<file path="config.mk">
export PLATFORM = sky130hd
export DESIGN_NAME = ptc_ctrl
export DESIGN_NICKNAME = d
export VERILOG_FILES = /design/src/rtl/ptc_pkg.sv /design/src/rtl/ptc_ctrl.sv
export SDC_FILE = /design/constraint.sdc
export NUM_CORES = 1
export LEC_CHECK = 0
export ABC_AREA = 1
export BUFFER_PORTS_ARGS = -buffer_cell sky130_fd_sc_hd__buf_2
export CAP_MARGIN = 20
export CORE_AREA = 2 2 39 41
export DETAILED_ROUTE_END_ITERATION = 8
export DIE_AREA = 0 0 41 43
export GPL_ROUTABILITY_DRIVEN = 0
export HOLD_SLACK_MARGIN = 0.02
export PLACE_DENSITY_LB_ADDON = 0.12
export RECOVER_POWER = 25
export REMOVE_ABC_BUFFERS = 1
export SLEW_MARGIN = 10
export SYNTH_ARGS = -nofsm -noshare
export SYNTH_HDL_FRONTEND = slang
export SYNTH_SLANG_ARGS = --single-unit
export TNS_END_PERCENT = 30
</file>
<file path="constraint.sdc">
create_clock -name clk -period 0.8 [get_ports clk]
set_input_delay 0.16 -clock clk [delete_from_list [all_inputs] [get_ports clk]]
set_output_delay 0.16 -clock clk [all_outputs]
set_load 0.05 [all_outputs]
</file>
<file path="src/rtl/ptc_pkg.sv">
// Package for the pulse train capture table.
// Holds the payload widths, the operation codes, the controller states and the
// command bundle. It depends on nothing.
`default_nettype none

package ptc_pkg;

	// Fixed payload field widths.
	localparam int OP_W  = 2;
	localparam int TS_W  = 32;
	localparam int DUR_W = 16;
	localparam int RI_W  = 3;
	localparam int BI_W  = 6;
	localparam int LEN_W = 7;

	// Operation codes; the unused code is a no-op.
	typedef enum logic [OP_W-1:0] {
		OP_APPEND = 2'd0,
		OP_READ   = 2'd1,
		OP_FLUSH  = 2'd2
	} op_t;

	// Controller states.
	typedef enum logic [1:0] {
		ST_IDLE,
		ST_EXEC,
		ST_FINISH
	} state_t;

	// Commands from the controller to the datapath.
	typedef struct packed {
		logic capture;
		logic exec;
		logic finish;
		logic load_out;
	} cmd_t;

endpackage

`default_nettype wire

</file>
<file path="src/rtl/ptc_ctrl.sv">
// Controller of the pulse train capture table: request handshake, sequencing
// and the result valid flag. Depends on ptc_pkg.
`default_nettype none

module ptc_ctrl (
	input  wire logic          clk,
	input  wire logic          arst_n,
	input  wire logic          in_valid,
	output logic               in_ready,
	output logic               out_valid,
	input  wire logic          out_ready,
	output ptc_pkg::cmd_t      cmd
);
	import ptc_pkg::*;

	state_t state_q;
	state_t state_d;
	logic   out_valid_q;
	logic   out_free;

	// The result register can take a new value when empty or being drained.
	assign out_free  = !out_valid_q || out_ready;
	assign out_valid = out_valid_q;

	// State register.
	always_ff @(posedge clk or negedge arst_n) begin
		if (!arst_n) begin
			state_q <= ST_IDLE;
		end else begin
			state_q <= state_d;
		end
	end

	// Next state and commands.
	always_comb begin
		state_d  = state_q;
		cmd      = '0;
		in_ready = 1'b0;
		unique case (state_q)
			ST_IDLE: begin
				in_ready = 1'b1;
				if (in_valid) begin
					cmd.capture = 1'b1;
					state_d     = ST_EXEC;
				end
			end
			ST_EXEC: begin
				cmd.exec = 1'b1;
				state_d  = ST_FINISH;
			end
			ST_FINISH: begin
				cmd.finish = 1'b1;
				if (out_free) begin
					cmd.load_out = 1'b1;
					in_ready     = 1'b1;
					if (in_valid) begin
						cmd.capture = 1'b1;
						state_d     = ST_EXEC;
					end else begin
						state_d = ST_IDLE;
					end
				end
			end
			default: begin
				state_d = ST_IDLE;
			end
		endcase
	end

	// Result valid flag.
	always_ff @(posedge clk or negedge arst_n) begin
		if (!arst_n) begin
			out_valid_q <= 1'b0;
		end else if (cmd.load_out) begin
			out_valid_q <= 1'b1;
		end else if (out_ready) begin
			out_valid_q <= 1'b0;
		end
	end

endmodule

`default_nettype wire

</file>
==> parameters.txt, run 1 <==
Parameter                              Value

Run status
  Outcome ... complete, but fails checks
  Violations in the final reports ... negative setup slack

Detailed routing
  Uppermost metal layer occupied by signal nets ... met3
  Avg WL per Cell ... 6.66 um
  Number of violations reported at the end of detailed-routing iteration 0 ... 5
  Detailed-router iteration count before antenna repair ... 2
  Wire length on met1 ... roughly 170 um
  Routed wire length on met3 ... 27 um
  Number of remaining DRC errors ... 0
  Via density ... between 3 and 4
  Total vias in the final route ... 194
  Total length of routed wires ... 386 um
  Count of antenna-violating nets left after detailed routing ... 0
  Met2 wire len ... 189 um

CTS
  Clock-pin slew on the worst setup and hold paths ... ~0.04 ns
  Sinks on the clock net ... 3
  Clock Latency Late Sink ... between 0.2 and 0.25 ns
  Num CTS Buffers ... 3
  CTS tree ... done
  Clock Root Buffer ... clkbuf_4
  Max Buffers Root-to-Sink ... 2
  Htree depth ... 1
  Setup bufs post-CTS ... 0

Critical path
  Reg-to-reg startpoint ... state_q[0]$_DFFE_PN0P_
  Startpoint types ... flop
  Worst-path cell chain ... nor2_4 > nand2_2 > inv_1 > buf_6
  Slowest stage cell on the critical path ... dfrtp_2
  Maximum cell stage delay along the critical path ... about 0.43 ns
  Required time of the worst setup path ... around 0.64 ns
  Arr. time, crit path ... 1.08 ns
  Largest fanout on the critical path ... 3
  Worst setup EP type ... output pin
  Type of the worst setup path ... reg -> out
  Crit path launch ... state_q[0]$_DFFE_PN0P_

Yosys
  Flop and latch count out of synthesis ... 3
  Number of instances in the synthesized netlist ... 26
  Share of synthesized area occupied by flip-flops and latches ... 42.0%
  Yosys Warn Count ... 0
  Average footprint of a synthesized cell ... just under 7 sq um
  Post-synthesis cell type count ... 10
  Netlist area before placement ... approximately 180 sq um

Power and ir drop
  Share of total power in the clock network ... 31.2%
  Total chip power ... 851 uW
  Leakage dissipation ... around 0.2 nW
  Register share of total power ... between 20% and 30%
  Internal power summed over all cells ... between 500 and 600 uW
  Switching power ... around 340 uW
  Total power per unit cell area ... between 2000 and 2500 nW/um^2
  Switch share ... around 40%
  Peak VDD IR ... 736 uV
  Comb power frac ... between 40% and 50%

Flow run
  Number of max-capacitance violations reported ... 0

STA
  Final Hold Vio Count ... 0
  Slew at the pin closest to its max-slew limit ... 0.249 ns
  Worst-case hold slack ... approximately 0.19 ns
  Final-report setup violation count ... 8
  Final Max Tran Viols ... 0
  Crit share post-route ... 155%
  FMAX ... 0.804 GHz
  Unrepaired setup endpoints after global routing ... true
  Normalized max-slew margin ... a little over four fifths
  Setup skew after layout ... about 0.00036 ns
  Least setup slack across all paths after layout ... -0.444 ns
  Final critical-path required period ... 1.24 ns

Final layout
  Fin nets ... between 40 and 50
  Antenna diode count ... 0
  Proportion of layout cells with a drive suffix above 1 ... between 50 and 60%
  Non-filler instance count after layout ... 58
  Area delta synth->final ... 92.3%

Floorplanning
  Initial Util ... between 10% and 20%
  Total Die Area ... between 1500 and 2000 sq um
  Height of the chip ... between 40 and 50 um
  Width of the die ... slightly above 40 um
  Placeable core area ... 1380 sq um
  Count of boundary I/O pins ... 10
  Row Count ... 14

Global route
  Pin count of the biggest net entering global routing ... 4
  Global routing usage summed across all routing layers ... under 10%
  Number of global-route vias before repair ... roughly 200
  Global-route wire length before repair ... between 700 and 800 um
  Number of antenna violations at the first check in global routing ... 0
  Remaining global-route overflow ... 0

Placed design
  Count of buffers from port buffering ... 9
  Setup slack after placement ... -0.285 ns
  Placed Cells ... 53
  Post-DP HPWL ... roughly 320 um

Min path
  Source of the worst hold timing path ... out_ready
  Hold Path Class ... in -> reg
-- repair_timing --
action                                  4_1_cts  5_1_grt
endpoints found under the setup margin        8        9
hold endpoints to repair                      3        0
resized for setup                            12        5
hold buffers                                  1        0
pin swaps                                     0        2
-- area by class of cell --
class	instances	area (sq um)
Clock buffer	4	26.3
Fill cell	159	1040
Inverter	9	33.8
Multi-Input combinational cell	13	72.6
Sequential cell	3	76.3
Tap cell	16	20.0
Timing Repair Buffer	13	115
-- routing by layer --
| layer | global-route usage (%) | vias to the layer above |
|---|---|---|
| li1 | - | 101 |
| met1 | 6.49 | 87 |
| met5 | 0 | - |
| met2 | 8.75 | 6 |
| met3 | 4.71 | 0 |
| met4 | 6.00 | 0 |
-- stage by stage --
step,setup TNS [ns],cell area [sq um],util [%]
2_1_floorplan,-2.58,171,-
3_3_place_gp,-1.36,259,18.7
3_5_place_dp,-1.37,259,18.7
4_1_cts,-2.52,333,24.1
5_1_grt,-2.80,344,24.9
6_report,-2.36,344,24.9
-- flip-flops by register name, indices dropped and copies added, names as in the netlist --
register   count
state_q        2
out_valid      1
-- cells by family (layout without fill, tap and decap cells) --
| group | after synthesis | count (layout) | share of synthesized area (%) |
|---|---|---|---|
| buffers and inverters | 10 | 26 | 23.1 |
| DFF | 3 | 3 | 42.0 |
| and+or+nand+nor | 13 | 13 | 35.0 |
-- worst max-delay path, delay by kind of cell (launching register included) --
family,cells,cell delay (ns)
buffers and inverters,2,0.22
flip-flops,1,0.43
AND/OR/NAND/NOR,2,0.21
-- synth_stat cells --
cell | count | area share, %
nand2_2 | 1 | 3.5
nor2_2 | 1 | 3.5
nor2_4 | 1 | 6.3
nand2_1 | 7 | 15
buf_4 | 1 | 4.2
nor2_1 | 2 | 4.2
inv_2 | 2 | 4.2
dfrtp_1 | 3 | 42
nand3_1 | 1 | 2.8
inv_1 | 7 | 15
-- power by group through the flow --
stage	Clock (mW)	Sequential, mW	Combinational, mW
2_1_floorplan	0	0.231	0.182
3_3_place_gp	0	0.198	0.310
3_5_place_dp	0	0.197	0.310
4_1_cts	0.279	0.197	0.375
5_1_grt	0.309	0.201	0.413
6_report	0.265	0.199	0.387
-- cells in the final DEF (no fill, tap or decap), drive strengths merged --
cell and instances:
inv 9, dlygate4sd3 1, nand3 1, nand2 8, buf 11, dfrtp 3
clkbuf 5, nor2 4
-- worst paths after layout --
kind | end | slack (ns) | cells after the start
min in group asynchronous | out_valid$_DFFE_PN0P_ | 0.27 | 2
max | cmd[0] | -0.44 | 4
min reg2reg | state_q[0]$_DFFE_PN0P_ | 0.56 | 3
max reg2reg | out_valid$_DFFE_PN0P_ | -0.08 | 4
max in group asynchronous | state_q[0]$_DFFE_PN0P_ | 0.36 | 2
min | state_q[1]$_DFFE_PN0P_ | 0.19 | 4
No activity file was read; power rests on OpenSTA's default activity.
==> run 2: changes to the inputs <==
clock period = 1.1 ns   (was 0.8 ns; I/O delays follow)
==> parameters.txt, run 2 (synthesized netlist as in run 1, its figures left out) <==
Parameter                              Value

Run status
  Outcome ... complete, but fails checks
  Violations in the final reports ... negative setup slack

Global route
  Number of global-route vias before repair ... 163 (-19%)
  Global-route wire length before repair ... 607 um (-15%)
  Most Used Layer, Global Route ... met2
  Fraction of met2 tracks used by global routing ... 6.88% (-1.9 points)
  Remaining global-route overflow ... 0 (unchanged)
  Met1 track utilization from global routing ... 6.17% (-0.32 points)
  Pin count of the biggest net entering global routing ... 4 (unchanged)
  Global Route met3 Usage ... 3.14% (-1.6 points)
  Global routing usage summed across all routing layers ... 5.64% (-1.0 points)
  Number of antenna violations at the first check in global routing ... 0 (unchanged)

STA
  FMAX ... approximately 0.77 GHz
  Worst-case hold slack ... 0.258 ns (+0.0665 ns)
  Final Max Tran Viols ... 0 (unchanged)
  Sum of negative setup slack ... -0.830 ns (+1.53 ns)
  Least setup slack across all paths after layout ... -0.195 ns (+0.248 ns)
  Setup skew after layout ... 0.00117 ns (+0.000818 ns)
  Crit share post-route ... 118%
  Final-report setup violation count ... 6 (-2)
  Normalized max-slew margin ... 83.5% (about the same)
  Slew at the pin closest to its max-slew limit ... 0.249 ns (+0.000214 ns)
  Final critical-path required period ... roughly 1.3 ns
  Unrepaired setup endpoints after global routing ... true
  Final Hold Vio Count ... 0 (unchanged)

CTS
  Max Buffers Root-to-Sink ... 2 (unchanged)
  Clock Root Buffer ... clkbuf_4
  Clock-pin slew on the worst setup and hold paths ... 0.04 ns (about the same)
  Htree depth ... 1 (unchanged)
  Sinks on the clock net ... 3 (unchanged)
  CTS tree ... done
  Num CTS Buffers ... 3 (unchanged)
  Clock Latency Late Sink ... 0.23 ns (about the same)
  Setup bufs post-CTS ... 0 (unchanged)

Power and ir drop
  Comb power frac ... 44.8% (-0.7 points)
  Peak VDD IR ... 544 uV (-26%)
  Leakage dissipation ... 0.197 nW (+0.28%)
  Switching power ... 240 uW (-29%)
  Switch share ... 39.8% (-0.15 points)
  Total power per unit cell area ... 1820 nW/um^2 (-26%)
  Share of total power in the clock network ... 31.7% (+0.5 points)
  Internal power summed over all cells ... 363 uW (-29%)
  Register share of total power ... 23.5% (about the same)
  Total chip power ... 604 uW (-29%)

Detailed routing
  Number of violations reported at the end of detailed-routing iteration 0 ... 6 (+1)
  Via density ... 3.14 (-6.2%)
  Total vias in the final route ... 182 (-6.2%)
  Count of antenna-violating nets left after detailed routing ... 0 (unchanged)
  Number of remaining DRC errors ... 0 (unchanged)
  Avg WL per Cell ... 6.28 um (-5.7%)
  Detailed-router iteration count before antenna repair ... 3 (+1)
  Total length of routed wires ... 364 um (-5.7%)

Critical path
  Required time of the worst setup path ... 0.88 ns (+0.24 ns)
  Worst setup EP type ... output pin
  Arr. time, crit path ... 1.08 ns (about the same)
  Startpoint types ... flop
  Largest fanout on the critical path ... 3 (unchanged)
  Type of the worst setup path ... reg -> out

Floorplanning
  Width of the die ... 41 um (unchanged)
  Total Die Area ... 1760 sq um (unchanged)
  Count of boundary I/O pins ... 10 (unchanged)
  Placeable core area ... 1380 sq um (unchanged)
  Initial Util ... 12.9% (unchanged)
  Row Count ... 14 (unchanged)
  Height of the chip ... 43 um (unchanged)

Min path
  Hold Path Class ... in -> reg

Placed design
  Count of buffers from port buffering ... 9 (unchanged)
  Post-detailed-placement cell area ... 259 sq um (unchanged)

Final layout
  Most common cell after layout, fill and taps aside ... inv_1
  Fin nets ... 47 (unchanged)
  Antenna diode count ... 0 (unchanged)
  Proportion of layout cells with a drive suffix above 1 ... 47.6% (-9.5 points)
  Commonest non-fill, non-tap cells in the layout ... inv_1, nand2_1, buf_6
  Post-Layout Inst Area ... 332 sq um (-3.6%)
  Number of flip-flops under the largest register name ... 2 (unchanged)
  Area delta synth->final ... 85.3%
  Top register by number of flip-flops ... state_q
  Util after Layout ... 24.0% (-0.90 points)

Flow run
  Number of max-capacitance violations reported ... 0 (unchanged)
[run 2: cell counts in the layout (fill, tap and decap cells not counted)]
Identical to the previous run, type by type.
[run 2: what timing repair did]
item	4_1_cts	5_1_grt
pin swaps	0	2
hold buffers	1	0
endpoints found under the hold margin	3	0
resized for setup	11	1
setup endpoints to repair	6	6
[run 2: metal layers]
layer  part of all wire [%]  up-vias
li1                       -      102
met1                     42       74
met2                     48        6
met3                    9.9        0
met4                      0        0
met5                      0        -
[run 2: critical path: stages, from the launching register on]
cell and delay [ns]:
dfrtp_1 0.42, nor2_4 0.14, nand2_2 0.07, inv_1 0.07, buf_6 0.15
[run 2: worst paths after layout]
path	startpoint	endpoint	slack, ns	depth (start not counted)
worst max-delay path	state_q[0]$_DFFE_PN0P_	cmd[0]	-0.20	4
worst min-delay path	out_ready	state_q[1]$_DFFE_PN0P_	0.26	4
worst max register to register	state_q[0]$_DFFE_PN0P_	out_valid$_DFFE_PN0P_	0.22	4
worst min register to register	out_valid$_DFFE_PN0P_	out_valid$_DFFE_PN0P_	0.56	2
max in group asynchronous	arst_n	state_q[0]$_DFFE_PN0P_	0.62	2
min in group asynchronous	arst_n	out_valid$_DFFE_PN0P_	0.33	2
[run 2: power groups by stage]
stage | combinational [mW] | clock (mW) | sequential (mW)
floorplan | 0.133 | 0 | 0.168
global placement | 0.224 | 0 | 0.144
detailed placement | 0.224 | 0 | 0.144
CTS | 0.268 | 0.202 | 0.142
global route | 0.286 | 0.217 | 0.144
finish | 0.270 | 0.191 | 0.142
[run 2: stage by stage]
stage,setup slack (ns),std cells
global placement,-0.0446,53
detailed placement,-0.0507,53
global route,-0.266,58
finish,-0.195,58
CTS,-0.222,58
floorplan,-0.309,25
[run 2: cell type report]
cell class	count	area (sq um)
well taps	16	20.0
multi-input cells	13	65.1
inverters	9	33.8
flip-flops and latches	3	75.1
repair buffers	13	111
fillers	164	1050
clock buffers	4	26.3
